**config.mk**
```make
export PLATFORM = sky130hd
export DESIGN_NAME = gvr_div_cell
export DESIGN_NICKNAME = d
export VERILOG_FILES = /design/src/rtl/assert_macros.svh /design/src/rtl/gvr_div_cell.sv
export SDC_FILE = /design/constraint.sdc
export NUM_CORES = 1
export LEC_CHECK = 0
export ABC_CLOCK_PERIOD_IN_PS = 7900
export CAP_MARGIN = 20
export CORE_MARGIN = 1
export CORE_UTILIZATION = 29
export CTS_BUF_LIST = sky130_fd_sc_hd__clkbuf_2 sky130_fd_sc_hd__clkbuf_4 sky130_fd_sc_hd__clkbuf_8
export CTS_CLUSTER_SIZE = 25
export DETAILED_ROUTE_END_ITERATION = 7
export DONT_BUFFER_PORTS = 1
export HOLD_SLACK_MARGIN = 0.15
export PLACE_DENSITY_LB_ADDON = 0.08
export SLEW_MARGIN = 10
export SYNTH_ARGS = -nofsm -noshare
export SYNTH_HDL_FRONTEND = slang
export SYNTH_SLANG_ARGS = --single-unit
```
**constraint.sdc**
```tcl
create_clock -name aclk -period 7.9 [get_ports aclk]
set_clock_uncertainty 0.1 [all_clocks]
set_input_delay 0.395 -clock aclk [delete_from_list [all_inputs] [get_ports aclk]]
set_output_delay 0.395 -clock aclk [all_outputs]
set_load 0.01 [all_outputs]
```
**src/rtl/assert_macros.svh**
```systemverilog
// Assertion macros shared by the RTL of the Givens rotation block.
// Every macro expects a clock named aclk and an active-low reset named aresetn.
`ifndef ASSERT_MACROS_SVH
`define ASSERT_MACROS_SVH

// Checks a property at each rising clock edge outside reset.
`define ASSERT_AT(lbl, prop, msg) \
    lbl: assert property (@(posedge aclk) disable iff (!aresetn) prop) \
        else $error(msg);

// Checks that the consequent holds whenever the antecedent holds.
`define ASSERT_IMPLY(lbl, ante, cons, msg) \
    `ASSERT_AT(lbl, (ante) |-> (cons), msg)

`endif

```
**src/rtl/gvr_div_cell.sv**
```systemverilog
// One restoring-division cell: produces one quotient bit for the cosine
// lane and one for the sine lane, over a shared divisor. No dependencies.
module gvr_div_cell #(
    parameter int SW    = 64,
    parameter int QW    = 63,
    parameter bit FIRST = 1'b0
) (
    input  logic          aclk,
    input  logic          en,
    input  logic [SW-1:0] den_i,
    input  logic [SW-1:0] rem_c_i,
    input  logic [SW-1:0] rem_s_i,
    input  logic [QW-1:0] quo_c_i,
    input  logic [QW-1:0] quo_s_i,
    output logic [SW-1:0] den_o,
    output logic [SW-1:0] rem_c_o,
    output logic [SW-1:0] rem_s_o,
    output logic [QW-1:0] quo_c_o,
    output logic [QW-1:0] quo_s_o
);

    logic [SW:0]   tc, ts, dw;
    logic          gc, gs;
    logic [SW-1:0] den_reg, rem_c_reg, rem_s_reg;
    logic [SW-1:0] rem_c_next, rem_s_next;
    logic [QW-1:0] quo_c_reg, quo_s_reg, quo_c_next, quo_s_next;

    always_comb begin
        dw = {1'b0, den_i};
        tc = FIRST ? {1'b0, rem_c_i} : {rem_c_i, 1'b0};
        ts = FIRST ? {1'b0, rem_s_i} : {rem_s_i, 1'b0};
        gc = (tc >= dw);
        gs = (ts >= dw);
        rem_c_next = gc ? SW'(tc - dw) : tc[SW-1:0];
        rem_s_next = gs ? SW'(ts - dw) : ts[SW-1:0];
        quo_c_next = {quo_c_i[QW-2:0], gc};
        quo_s_next = {quo_s_i[QW-2:0], gs};
    end

    always_ff @(posedge aclk) begin
        if (en) begin
            den_reg   <= den_i;
            rem_c_reg <= rem_c_next;
            rem_s_reg <= rem_s_next;
            quo_c_reg <= quo_c_next;
            quo_s_reg <= quo_s_next;
        end
    end

    assign den_o   = den_reg;
    assign rem_c_o = rem_c_reg;
    assign rem_s_o = rem_s_reg;
    assign quo_c_o = quo_c_reg;
    assign quo_s_o = quo_s_reg;

endmodule

```
==> impl_metrics.ini <==
[logic_synthesis]
post_syn_nets = 2228
synthTopCellsByCount = sky130_fd_sc_hd__edfxtp_1, sky130_fd_sc_hd__nand2_1, sky130_fd_sc_hd__a21oi_1
yosysTopAreaCell = sky130_fd_sc_hd__edfxtp_1
syn-cell-area_sq_um = 19200
syn_area_per_cell_sq_um = 10.8
synth.lib_cells_used.distinct = 84
synth_seq_cells = 318
synth_enable_flop_cells = 318
post_synth_main_area_contributors = sky130_fd_sc_hd__edfxtp_1, sky130_fd_sc_hd__ha_1, sky130_fd_sc_hd__a21oi_1
synth_most_common_cell = sky130_fd_sc_hd__edfxtp_1
yosysWarningCount = 0
netlist.area_leader.share_pct = 49.8
synth_seq_area_share_pct = 49.8
synth-main-ff-cell = sky130_fd_sc_hd__edfxtp_1
syn-instance-count = 1778
synth-async-reset-ratio_pct = 0

[clock_network]
postCtsSetupBuffers = 0
cts.sinks = 318
clk_pin_slew_ps = 60
clockRootBuffer = sky130_fd_sc_hd__clkbuf_8
cts-root-to-sink-buffers = 3
cts_resized = 0
post_cts_hold_buffer_count = 318
cts_max_level = 2
tritoncts = built
cts_made_buffers = 59

[cells_and_area]
utilization_of_the_core_after_routing_pct = 37.6
layout-drive-gt1-share_pct = 8.13
nNetsFinal = 2533
layout_overhead_on_the_synthesized_area_pct = 27.3

[pwr]
powerDensity_nw_per_um2 = 210
vdd_ir_drop_max_uv = 128
cellLeakagePower_nw = 9.51

[worst_setup_path]
max_stage_delay_ps = 690
cpLargestDelayFamily = compound AO/OA/AOI/OAI gates
timing_worst_setup_path_type = input port to register
cp_slowest_cell = sky130_fd_sc_hd__inv_4
timing.critical_path.arrival_ps = 5100
number_of_cells_on_the_critical_path = 13
worst-path-buf-inv = 2
cp_max_fo = 58
worstPathCellList = dlygate4sd3_1, ha_1, nand4_1, or3_1, a21oi_1, o21ai_2, a211oi_2, o31a_2, o211ai_4, a21oi_4, nor2_4, inv_4, mux2_2
critPathLaunch = rem_c_i[8]
setup.worst_path.start_class = input port
crit_end = rem_c_o[15]
worstPathRequired_ps = 8200
endpoint_kind = register

[floorplanning]
design.portCount = 638
fp_rows = 93
floorplan.core_area_sq_um = 64800
die-area_sq_um = 67100
effective_utilization_at_floorplan_pct = 29.6
fp.dieH_um = 259
fp.dieW_um = 259

[timing]
setup_tns_ps = 0
setup_viol = 0
clock.fmax_mhz = 208
setup_repair_after_global_routing_missed_its_margin = false
post-route-period-util_pct = 60.7
period_needed_ps = 4800
hold_violations = 0
max_transition_margin_pct = 35.2
final-max-slew-violation-count = 0
timing_worst_slew_pin_value_ps = 973

[drt]
drtPass1Iterations = 5
routedWlPerCell_um = 25.9
drt_iter0_drc = 1052
postRouteWirelength_um = 77300
postRouteAntennaNets = 0
overall_via_count_from_detail_route = 15484
routed_via_density = 5.19
drc = 0

[grt]
grt_pass1_wl_um = 109000
first_global_vias = 15955
grt_max_degree = 319
track_usage_pct = 22.1
global_route.overflow_total = 0
number_of_antenna_violations_at_the_first_check_in_global_routing = 2

[place]
numPortBuffers = 0
gp_routability_congestion = 0.895
dp.final_hpwl_um = 58100

[run_status]
status = completed

[min_path]
min-delay-path-class = input port to register

[run]
maxCapViolCount = 0
==> logic make-up (layout without fill, tap and decap cells) <==
kind of cell    after synthesis  count (layout)  synth area share [%]
compound gates              543             543                  18.2
simple gates                451             451                  11.3
flops                       318             318                  49.8
buf+inv                     175             524                  3.88
fa+ha+maj                   130             130                  8.57
xor+xnor                    110             110                  5.03
mux                          51              51                  3.19
other cells                   0               4                     0
==> report_power, final <==
part | switching, mW | internal, mW | total, mW
Sequential | 0.212 | 2.11 | 2.32
Clock | 0.746 | 0.939 | 1.68
Combinational | 0.632 | 0.471 | 1.10
Total | 1.59 | 3.52 | 5.11
==> state kept, by name, indices dropped and copies added (netlist names) <==
signal   cells
rem_c_o     64
quo_s_o     63
den_o       64
rem_s_o     64
quo_c_o     63
==> cells in the final DEF, fill, tap and decap left out, types with 15 or more instances in the layout <==
cell type / instances
sky130_fd_sc_hd__clkbuf_8: 60
sky130_fd_sc_hd__nand2_1: 167
sky130_fd_sc_hd__inv_1: 92
sky130_fd_sc_hd__edfxtp_1: 318
sky130_fd_sc_hd__mux2_2: 38
sky130_fd_sc_hd__nor2_1: 89
sky130_fd_sc_hd__nor3_1: 26
sky130_fd_sc_hd__nor2b_1: 15
sky130_fd_sc_hd__xor2_1: 49
sky130_fd_sc_hd__and3_1: 25
sky130_fd_sc_hd__xnor2_1: 61
sky130_fd_sc_hd__a31oi_1: 18
sky130_fd_sc_hd__a21oi_1: 155
sky130_fd_sc_hd__ha_1: 128
sky130_fd_sc_hd__dlygate4sd3_1: 318
sky130_fd_sc_hd__nand4_1: 41
sky130_fd_sc_hd__a21o_1: 84
sky130_fd_sc_hd__o21bai_1: 20
sky130_fd_sc_hd__o21ai_0: 134
sky130_fd_sc_hd__nand3_1: 30
==> stage by stage <==
step | power [mW] | hold slack, ps | setup slack, ps | instance area [sq um] | instances
CTS | 5.18 | 150 | 3100 | 24300 | 2979
detailed placement | 3.27 | 394 | 2880 | 19900 | 2556
floorplan | 2.97 | 394 | 4410 | 19200 | 1778
global route | 5.36 | 198 | 2880 | 24400 | 2982
global placement | 3.28 | 394 | 2900 | 19900 | 2556
finish | 5.11 | 222 | 3100 | 24400 | 2986
==> per-layer routing <==
metal	GRT usage, %	vias to the layer above	part of all wire, %
li1	-	7299	-
met1	25.3	7485	39
met2	40.8	601	52
met3	5.32	99	6.6
met4	5.26	0	2.2
met5	0	-	0
==> layout make-up <==
cell class              instances  area, sq um
clock inverters                31          294
inverters                      94          355
multi-input cells            1285         8870
repair buffers                325         3300
clock buffers                  74          931
well taps                     855         1070
fillers                      6414        40400
flip-flops and latches        318         9550
diodes                          4         10.0
==> worst min-delay path by stage <==
stage,from,endpoint,cells past startpoint
final,rem_c_i[5],rem_c_o[6],3
after global routing,rem_c_i[2],rem_c_o[3],3
after CTS,rem_s_i[59],rem_s_o[60],3
after detailed placement,quo_c_i[12],quo_c_o[13],0
after global placement,quo_c_i[12],quo_c_o[13],0
after floorplan,den_i[0],den_o[0],0
Note: power is estimated with default switching activity, not from simulation.
