===== config.mk =====
export PLATFORM = sky130hd
export DESIGN_NAME = gvr_sqrt_cell
export DESIGN_NICKNAME = d
export VERILOG_FILES = /design/src/rtl/assert_macros.svh /design/src/rtl/gvr_pkg.sv /design/src/rtl/gvr_sqrt_cell.sv
export SDC_FILE = /design/constraint.sdc
export NUM_CORES = 1
export LEC_CHECK = 0
export ABC_AREA = 0
export BUFFER_PORTS_ARGS = -buffer_cell sky130_fd_sc_hd__buf_4
export CAP_MARGIN = 30
export CELL_PAD_IN_SITES_DETAIL_PLACEMENT = 1
export CELL_PAD_IN_SITES_GLOBAL_PLACEMENT = 1
export CORE_ASPECT_RATIO = 0.5
export CORE_MARGIN = 4
export CORE_UTILIZATION = 24
export DETAILED_ROUTE_END_ITERATION = 10
export PLACE_DENSITY_LB_ADDON = 0.1
export SLEW_MARGIN = 20
export SYNTH_ARGS = -nofsm -noshare
export SYNTH_HDL_FRONTEND = slang
export SYNTH_SLANG_ARGS = --single-unit

===== constraint.sdc =====
create_clock -name aclk -period 4.6 [get_ports aclk]
set_input_delay 0.69 -clock aclk [delete_from_list [all_inputs] [get_ports aclk]]
set_output_delay 0.69 -clock aclk [all_outputs]
set_load 0.01 [all_outputs]

===== src/rtl/assert_macros.svh =====
// Assertion macros shared by the RTL of the Givens rotation block.
// Every macro expects a clock named aclk and an active-low reset named aresetn.
`ifndef ASSERT_MACROS_SVH
`define ASSERT_MACROS_SVH

// Checks a property at each rising clock edge outside reset.
`define ASSERT_AT(lbl, prop, msg) \
    lbl: assert property (@(posedge aclk) disable iff (!aresetn) prop) \
        else $error(msg);

// Checks that the consequent holds whenever the antecedent holds.
`define ASSERT_IMPLY(lbl, ante, cons, msg) \
    `ASSERT_AT(lbl, (ante) |-> (cons), msg)

`endif


===== src/rtl/gvr_pkg.sv =====
// Shared types and helper functions for the Givens rotation block.
// Has no dependencies. The square root cell and the top level use it.
package gvr_pkg;

    typedef struct packed {
        logic a_neg;
        logic b_neg;
        logic zero;
    } gvr_flags_t;

    function automatic int imax(input int x, input int y);
        return (x > y) ? x : y;
    endfunction

endpackage


===== src/rtl/gvr_sqrt_cell.sv =====
// One digit-by-digit square root cell: decides root bit BIT.
// Depends on gvr_pkg.
module gvr_sqrt_cell #(
    parameter int XW  = 63,
    parameter int RW  = 32,
    parameter int BIT = 0
) (
    input  logic          aclk,
    input  logic          en,
    input  logic [XW-1:0] x_i,
    input  logic [RW-1:0] root_i,
    output logic [XW-1:0] x_o,
    output logic [RW-1:0] root_o
);

    localparam int TW = gvr_pkg::imax(XW, 2 * RW) + 1;

    logic [TW-1:0] rem_w, delta;
    logic          ge;
    logic [XW-1:0] x_reg, x_next;
    logic [RW-1:0] root_reg, root_next;

    always_comb begin
        rem_w = TW'(x_i);
        delta = (TW'(root_i) << (BIT + 1)) + (TW'(1) << (2 * BIT));
        ge = (rem_w >= delta);
        x_next = ge ? XW'(rem_w - delta) : x_i;
        root_next = root_i;
        root_next[BIT] = ge;
    end

    always_ff @(posedge aclk) begin
        if (en) begin
            x_reg    <= x_next;
            root_reg <= root_next;
        end
    end

    assign x_o    = x_reg;
    assign root_o = root_reg;

endmodule


==> impl.org <==
** Critical path
- The worst setup path is captured at a flip-flop.
- In this run the worst path has a maximum fanout of 17.
- The signal on the critical path passes through buf_4 -> ha_1 -> nand4_1 -> or4_1 -> or4_1 -> o31ai_2 -> a211oi_4 -> clkinv_2 -> nand3_4 -> nor4_1 -> xor2_1.
- The most critical setup path has its startpoint at x_i[12].
- Top cell family by delay on the critical path :: simple AND/OR/NAND/NOR gates
- STA puts the critical path data required time at 4.71 ns.
- Worst Path Buf+Inv :: 2
- Among the stages of the critical path, the cell type that occurs most often is sky130_fd_sc_hd__or4_1.
- Critical Setup Path Class :: primary input to flip-flop
- STA puts the critical path data arrival time at 4.14 ns.
- For this run, the slowest stage of the critical path takes 0.67 ns.
- The critical path runs through a total of 11 cells.
- For this design, the slowest cell found on the critical path is sky130_fd_sc_hd__or4_1.
- STA classifies the critical path startpoint as a primary input.
- Destination of the critical timing path :: x_o[57]

** Global routing
- Gr ovfl total :: 0
- The initial antenna violation count was 1.
- Wire length of the first global-routing pass :: 33.0 mm
- Total Routing Usage GR :: 15.3%
- The via count of the first global-routing pass came to 5,633.
- Largest net degree at the start of global routing :: 52

** Cells and area
- Proportion of layout cells with a drive suffix above 1 :: 30.0%
- Most common cell after layout, fill and taps aside :: sky130_fd_sc_hd__buf_4
- Fill cells in the final layout number 2,802.
- Relative to the synthesized area, the layout overhead comes to 34.9%.
- At the end of the flow, the number of nets in the layout was 927.
- Once layout is complete, the cells apart from fillers number 1,137.
- The repair_antennas step left the layout with diodes totalling 0.
- Most frequent cells in the layout :: sky130_fd_sc_hd__buf_4 (204), sky130_fd_sc_hd__edfxtp_1 (95), sky130_fd_sc_hd__nor2_1 (62), sky130_fd_sc_hd__a21oi_1 (62), sky130_fd_sc_hd__nand2_1 (44)

** Clock tree
- The clock drives 95 sinks.
- The H-tree was split into 3 levels.
- Buffers inserted to repair hold after CTS numbered 0.
- Maximum buffer depth of the clock tree :: 2
- Root buffer cell :: sky130_fd_sc_hd__clkbuf_16
- Clock-pin slew was measured on the worst setup and hold paths at 0.07 ns.
- Setup bufs post-CTS :: 0
- In this run, CTS created clock tree buffers numbering 9.
- In this run, post-CTS repair resized a total of 0 instances.
- TritonCTS built the clock tree.

** Route
- Sum of routed wire length over all layers :: 21.3 mm
- After detailed routing, the average wire length per cell comes to 18.8 um.
- Detailed Route Iter0 Violations :: 273
- Number of search-and-repair iterations in the first detailed-routing pass :: 4
- Average via count per standard cell :: 4.63
- Remaining DRCs :: 0
- Summing over every cut layer, the via total after detailed routing is 5,267.
- The count of nets left with antenna violations once routing finished came out at 0.

** Outcome
- Run status :: finished clean

** Pwr
- Pwr dens :: 310 nW/um2
- Total leakage power :: 3.34 nW
- VDD sags by at most 0.165 mV.
- Total power for the finished layout comes to 2.55 mW.

** Hold path
- In this run the worst hold path is classified as primary input to flip-flop.
- Cells on Worst Hold Path :: 1

** Yosys
- Number of flops mapped to enable cells by yosys :: 95
- Of the post-synthesis cell area, the dominant cell type holds 46.7%.
- After synthesis the netlist holds a flip-flop and latch count of 95.
- sky130_fd_sc_hd__edfxtp_1 takes more of the synthesized area than any other cell.
- Counting every instance in the synthesized netlist gives 605.
- For this run, the register share of the synthesized area comes to 46.7%.
- In the synthesized netlist the dominant register cell turns out to be sky130_fd_sc_hd__edfxtp_1.
- After synthesis, the netlist uses 70 different library cells.
- Yosys warnings :: 0
- Mean instance size in the synthesized netlist :: 10.1 um2
- Syn nets :: 736
- Cell types with the largest area share after synthesis :: sky130_fd_sc_hd__edfxtp_1 (47%), sky130_fd_sc_hd__ha_1 (6.8%), sky130_fd_sc_hd__a21oi_1 (5.1%), sky130_fd_sc_hd__xor2_1 (5.0%), sky130_fd_sc_hd__nor2_1 (3.8%)
- The synthesized netlist occupies a cell area of 6110 um2.
- FFs w/ async S/R, synth :: 0%

** Floorplan
- Ports :: 192
- Standard cell core area :: 24,500 um2
- Die height :: 121 um
- In this run the horizontal extent of the chip is 234 um.
- Die Area :: 28,200 um2
- The floorplan has 40 rows.
- For this configuration, the core starts out at a cell density of 24.9%.

** Timing
- Setup total negative slack on the finished layout was measured at 0 ns.
- Number of pins exceeding their max-slew limit in the final report :: 0
- Unrepaired setup endpoints after global routing :: no
- For the pin with the worst max-slew slack, the measured transition is 0.856 ns.
- Setup violations remaining at the end of the flow were counted as 0.
- Fin crit period :: 4.03 ns
- Headroom to the max-slew limit came out at 42.8%.
- Endpoints failing hold :: 0
- Achievable Freq :: 248 MHz
- Final critical-path share of the clock period :: 87.6%

** Placed design
- The number of placed instances, taps included, is 1,121.
- The HPWL after detailed placement is 17.2 mm.
- Routability-driven placement finished with a final weighted congestion of 0.817.
- IO buf count :: 191

** Job
- Max-cap violations in this run came to 0.
==> per-stage QoR <==
stage	util [%]	setup slack, ns	instance area (um2)	hold WS [ns]
4_1_cts	33.6	0.584	8250	0.474
3_5_place_dp	32.5	0.172	7970	0.879
2_1_floorplan	-	0.944	6110	0.789
3_3_place_gp	32.5	0.260	7960	0.879
5_1_grt	33.6	0.341	8250	0.463
6_report	33.6	0.570	8250	0.496
==> flip-flops by register name, summed over array words and instances, names as in the netlist <==
signal / flops
x_o: 63
root_o: 32
==> Yosys cell counts, types with 2 or more instances <==
library cell and n:
sky130_fd_sc_hd__clkbuf_1 14, sky130_fd_sc_hd__a21oi_1 62, sky130_fd_sc_hd__o21a_1 4, sky130_fd_sc_hd__buf_1 2, sky130_fd_sc_hd__nor3_2 2, sky130_fd_sc_hd__xor2_1 35
sky130_fd_sc_hd__o21bai_1 6, sky130_fd_sc_hd__a31oi_1 4, sky130_fd_sc_hd__buf_2 8, sky130_fd_sc_hd__or3_1 5, sky130_fd_sc_hd__nand2_1 44, sky130_fd_sc_hd__nand2b_1 4
sky130_fd_sc_hd__nor4_1 10, sky130_fd_sc_hd__nand4_1 12, sky130_fd_sc_hd__a211oi_1 3, sky130_fd_sc_hd__o31ai_1 7, sky130_fd_sc_hd__a21o_1 6, sky130_fd_sc_hd__o211ai_1 3
sky130_fd_sc_hd__nand3_1 14, sky130_fd_sc_hd__nor3_1 21, sky130_fd_sc_hd__nor2_1 62, sky130_fd_sc_hd__ha_1 33, sky130_fd_sc_hd__or4_1 4, sky130_fd_sc_hd__o21ai_0 21
sky130_fd_sc_hd__xnor2_1 24, sky130_fd_sc_hd__edfxtp_1 95, sky130_fd_sc_hd__o21ai_1 4, sky130_fd_sc_hd__inv_1 43, sky130_fd_sc_hd__nor4_2 6, sky130_fd_sc_hd__and4_1 4
sky130_fd_sc_hd__nor4b_2 2, sky130_fd_sc_hd__nand4b_1 3
==> area by class of cell <==
| type | instances | area (um2) | share of cell area [%] |
|---|---|---|---|
| clock buffer | 11 | 233 | 2.82 |
| clock inverter | 5 | 48.8 | 0.592 |
| inverter | 44 | 166 | 2.02 |
| multi-input combinational | 441 | 2990 | 36.3 |
| sequential | 95 | 2850 | 34.6 |
| tap | 336 | 420 | 5.10 |
| timing repair buffer | 205 | 1540 | 18.6 |
==> metal layers <==
layer	up-vias	GRT usage [%]	wire (um)
li1	2614	-	-
met1	2547	19.9	9540
met2	96	25.8	10600
met3	10	4.57	1070
met4	0	2.56	185
met5	-	0	0
==> report_power, final <==
| part | leakage (nW) | internal [mW] | total, mW | switching, mW |
|---|---|---|---|---|
| logic | 2.27 | 0.312 | 0.686 | 0.375 |
| registers | 0.930 | 1.07 | 1.10 | 0.0288 |
| clock network | 0.141 | 0.417 | 0.766 | 0.349 |
| total | 3.34 | 1.80 | 2.55 | 0.752 |
==> worst min-delay path by stage <==
stage | slack, ns | from | endpoint
after detailed placement | 0.88 | root_i[25] | root_o[25]
after CTS | 0.47 | root_i[25] | root_o[25]
after global routing | 0.46 | root_i[25] | root_o[25]
final | 0.50 | root_i[25] | root_o[25]
after floorplan | 0.79 | root_i[10] | root_o[10]
after global placement | 0.88 | root_i[10] | root_o[10]
==> kinds of logic after synthesis <==
kind of cell | after synthesis | synth area share (%)
buffers and inverters | 69 | 4.54
AO/OA/AOI/OAI | 142 | 14.7
XOR/XNOR | 59 | 8.45
AND/OR/NAND/NOR | 206 | 18.6
adder cells (fa/ha/maj) | 34 | 7.08
flip-flops | 95 | 46.7
Power figures use the tool's default switching activity.
